### config.mk
export PLATFORM = sky130hd
export DESIGN_NAME = lz78_ctrl
export DESIGN_NICKNAME = d
export VERILOG_FILES = /design/src/rtl/core/lz78_pkg.sv /design/src/rtl/core/lz78_ctrl.sv
export SDC_FILE = /design/constraint.sdc
export NUM_CORES = 1
export LEC_CHECK = 0
export ABC_CLOCK_PERIOD_IN_PS = 1400
export BUFFER_PORTS_ARGS = -buffer_cell sky130_fd_sc_hd__buf_2
export CAP_MARGIN = 20
export CORE_AREA = 3 3 40 42
export DETAILED_ROUTE_END_ITERATION = 16
export DIE_AREA = 0 0 43 45
export HOLD_SLACK_MARGIN = 0.1
export RECOVER_POWER = 100
export SLEW_MARGIN = 20
export SYNTH_ARGS = -nofsm -noshare
export SYNTH_HDL_FRONTEND = slang
export SYNTH_SLANG_ARGS = --single-unit
### constraint.sdc
create_clock -name clock -period 1.4 [get_ports clock]
set_input_delay 0.14 -clock clock [delete_from_list [all_inputs] [get_ports clock]]
set_output_delay 0.14 -clock clock [all_outputs]
set_load 0.01 [all_outputs]
### src/rtl/core/lz78_pkg.sv
// ----------------------------------------------------------------------------
// lz78_pkg
// Shared constants, controller states and the command and status groups
// that pass between the lz78 controller and datapath.
// ----------------------------------------------------------------------------
package lz78_pkg;

   localparam int CODE_BITS_DEF  = 12;
   localparam int HASH_SLOTS_DEF = 8192;
   localparam int BYTE_W         = 8;

   typedef enum logic [2:0] {
      ST_CLEAR,
      ST_IDLE,
      ST_HASH,
      ST_READ,
      ST_CMP,
      ST_PACK,
      ST_DRAIN,
      ST_FLUSH
   } lz_state_type;

   typedef struct packed {
      logic accept;
      logic hash_step;
      logic compare;
      logic pack;
      logic emit;
      logic flush;
      logic clear_step;
   } lz_cmd_type;

   typedef struct packed {
      logic hash_done;
      logic slot_empty;
      logic slot_match;
      logic probe_over;
      logic bits_ge8;
      logic out_free;
      logic item_last;
      logic clear_done;
   } lz_status_type;

endpackage

### src/rtl/core/lz78_ctrl.sv
// ----------------------------------------------------------------------------
// lz78_ctrl
// Sequencer: clearing pass, hash, probe loop, packing, drain and flush.
// ----------------------------------------------------------------------------
module lz78_ctrl
   import lz78_pkg::*;
(
   input  logic          clock,
   input  logic          reset,
   input  logic          req_valid,
   output logic          req_ready,
   input  lz_status_type status,
   output lz_cmd_type    cmd
);

   lz_state_type state_ff, state_in;

   always_ff @(posedge clock) begin
      if (reset) begin
         state_ff <= ST_CLEAR;
      end else begin
         state_ff <= state_in;
      end
   end

   always_comb begin
      state_in  = state_ff;
      cmd       = '0;
      req_ready = 1'b0;
      unique case (state_ff)
         ST_CLEAR: begin
            cmd.clear_step = 1'b1;
            if (status.clear_done) state_in = ST_IDLE;
         end
         ST_IDLE: begin
            req_ready = 1'b1;
            if (req_valid) begin
               cmd.accept = 1'b1;
               state_in   = ST_HASH;
            end
         end
         ST_HASH: begin
            cmd.hash_step = 1'b1;
            if (status.hash_done) state_in = ST_READ;
         end
         ST_READ: begin
            state_in = ST_CMP;
         end
         ST_CMP: begin
            cmd.compare = 1'b1;
            if (status.slot_empty || status.slot_match || status.probe_over) begin
               state_in = ST_PACK;
            end else begin
               state_in = ST_READ;
            end
         end
         ST_PACK: begin
            cmd.pack = 1'b1;
            state_in = ST_DRAIN;
         end
         ST_DRAIN: begin
            priority if (status.bits_ge8) begin
               cmd.emit = status.out_free;
            end else if (status.item_last) begin
               state_in = ST_FLUSH;
            end else begin
               state_in = ST_IDLE;
            end
         end
         ST_FLUSH: begin
            if (status.out_free) begin
               cmd.flush = 1'b1;
               state_in  = ST_CLEAR;
            end
         end
         default: state_in = ST_CLEAR;
      endcase
   end

endmodule

==> impl_metrics.csv <==
group,metric,value,unit
routing,ant_nets,0,
power,peakVddDrop,0.000524,V
global_routing,grt-ovfl-total,0,
timing,hold_viol,0,
worst_setup_path,crit_fanout,14,
power,p_switching,0.221,mW
cts,cts-htree-levels,1,
timing,post-route-period-util,95.5,%
floorplanning,rows,13,
timing,tightest_slew,0.279,ns
worst_setup_path,rr_startpoint,"state_ff[1]",
power,netSwitchingFraction,36.4,%
logic_synthesis,ys.flop_type,"dfxtp_1",
global_routing,grt_start_max_net_pins,15,
logic_synthesis,synth_edf_count,0,
floorplanning,start_util,26.3,%
finish,top_regs,"state_ff (3)",
worst_setup_path,critPathLaunchType,"flip-flop",
logic_synthesis,synthArstFlopShare,0,%
global_routing,antenna_found_initial,0,
logic_synthesis,yosysWarnings,0,
run_status,outcome,"finished, final reports clean",
floorplanning,core-area,1280,sq um
logic_synthesis,syn_inst,42,
worst_setup_path,worst_r2r_path_depth,4,
placed_design,placed_cell_area,462,sq um
hold_path,hp-start,"req_valid",
logic_synthesis,seq_area_frac_synth,17.8,%
power,p_int,0.386,mW
power,total_power,0.607,mW
finish,largest_reg_flops,3,
timing,fmax,748,MHz
logic_synthesis,synth_fp_nets,53,
timing,fin_ws,0.0630,ns
finish,finalInstanceArea,508,sq um
finish,syn_to_final_growth,50.4,%
global_routing,grtUsageTotal,9.23,%
worst_setup_path,arrival,1.20,ns
routing,finalWirelength,835,microns
power,combinationalPowerShare,53.5,%
timing,fin_crit,1.34,ns
floorplanning,die_area,1940,sq um
hold_path,hold_end,"state_ff[0]",
timing,fin_skew,0.00513,ns
routing,via_per_inst,4.66,
finish,num_antenna_cells,0,
floorplanning,die_w,43,microns
cts,clk_pin_slew,0.04,ns
logic_synthesis,ys_types,26,
timing,rsz0062_at_grt,"false",
routing,vias,382,
finish,final_common_cell,"buf_2",
cts,tritoncts,"yes",
logic_synthesis,synth_area,338,sq um
global_routing,grt_pass1_vias,329,
timing,setup_viol,0,
routing,met3_length,89,microns
finish,nets,79,
global_routing,grt_pass1_wl,1310,microns
cts,clockRootBuffer,"clkbuf_4",
cts,insertion_delay,0.23,ns
finish,largest-register,"state_ff",
routing,wire_per_inst,10.2,microns
power,seq_power_share,22.0,%
cts,cts_buffer_depth,2,
worst_setup_path,critPathKind,"flip-flop to output port",
power,power_per_cell_area,1200,nW/um^2
finish,nFillCells,151,
timing,finalMaxSlewViolations,0,
routing,dr.pass1.iters,4,
worst_setup_path,cp.required,1.26,ns
timing,finalSetupTns,0,ns
power,power_leakage,0.236,nW
hold_path,hold_path_depth,4,
floorplanning,die_y,45,microns
logic_synthesis,synth.avg_cell_area,8.04,sq um
finish,drive_gt1_share,43.3,%
placed_design,dp_slack,0.0499,ns
hold_path,min_path_type,"primary input to flip-flop",
routing,wl_met2,369,microns
placed_design,port_buffers,18,
finish,mostFrequentLayoutCells,"12 x buf_2, 6 x clkbuf_1, 4 x nor2_1, 4 x buf_4",
placed_design,gp_congestion,0.754,
routing,m1WireLength,377,microns
worst_setup_path,reg2reg_to,"state_ff[2]",
run,drv_cap,0,
cts,numCtsBuffers,3,
power,clkPwrFrac,24.6,%
routing,remaining_drc_errors,0,
placed_design,hpwlAfterDp,661,microns
worst_setup_path,critPathCaptureType,"output port",
timing,slew-limit-headroom,81.4,%
cts,clkSinkCount,3,
routing,top_layer_used,"met3",
floorplanning,ios,19,
logic_synthesis,ys_ff_latch,3,
worst_setup_path,r2r_slack,0.07,ns
routing,drt_iter0_drc,7,
## repair_timing
action                     in CTS  in global routing
hold endpoints to repair        1                  0
setup buffers                   0                  1
resized for setup               0                  4
setup endpoints to repair       0                  4
hold buffers                    1                  0
## power by group through the flow
stage	clock [mW]	sequential (mW)	combinational, mW
floorplan	0	0.123	0.210
global placement	0	0.130	0.309
detailed placement	0	0.131	0.312
CTS	0.161	0.130	0.315
global route	0.165	0.136	0.360
finish	0.149	0.133	0.325
## layer usage
layer  GRT usage, %  up-vias
met2           14.7       15
met3           2.79        0
li1               -      204
met1           10.3      163
met5              0        -
met4           7.23        0
## critical path, cell delays in order, from the launching register on
cell and delay (ns):
dfxtp_2 0.35, buf_12 0.13, nand3_1 0.10, nor3b_1 0.21, clkbuf_2 0.16
## Yosys cell counts, drive strengths merged (2+ instances only)
cell / n / area share (%)
nor2: 4 / 4.4
nor3: 4 / 5.9
buf: 3 / 8.1
dfxtp: 3 / 18
inv: 3 / 3.3
nand2b: 3 / 5.6
a21oi: 2 / 3.0
nand2: 2 / 2.2
o211ai: 2 / 4.4
## how the worst max path moves through the flow
stage / startpoint / endpoint / slack [ns] / cells after the start
6_report: state_ff[1] / cmd[2] / 0.06 / 4
5_1_grt: state_ff[1] / state_ff[1] / 0.003 / 4
4_1_cts: state_ff[1] / cmd[2] / 0.009 / 4
3_5_place_dp: state_ff[1] / state_ff[1] / 0.05 / 4
3_3_place_gp: state_ff[1] / state_ff[1] / 0.07 / 4
2_1_floorplan: state_ff[0] / cmd[6] / 0.09 / 4
## per-stage QoR
stage,util [%],std cells,hold slack [ns]
5_1_grt,39.5,82,0.252
4_1_cts,38.8,81,0.249
3_3_place_gp,35.9,76,0.338
6_report,39.5,82,0.256
3_5_place_dp,35.9,76,0.339
2_1_floorplan,-,42,0.213
## kinds of logic after synthesis
| group | count (synthesis) | share of synthesized area [%] |
|---|---|---|
| flip-flops | 3 | 17.8 |
| AO/OA/AOI/OAI | 12 | 31.5 |
| AND/OR/NAND/NOR | 20 | 34.8 |
| buffers and inverters | 6 | 11.5 |
| multiplexers | 1 | 4.44 |
## layout make-up
cell class,instances,area (sq um),area share [%]
tap,15,18.8,3.69
clock buffer,4,26.3,5.17
multi-input combinational,33,244,48.0
timing repair buffer,24,144,28.3
sequential,3,63.8,12.6
inverter,3,11.3,2.22
No activity file was read; power rests on OpenSTA's default activity.
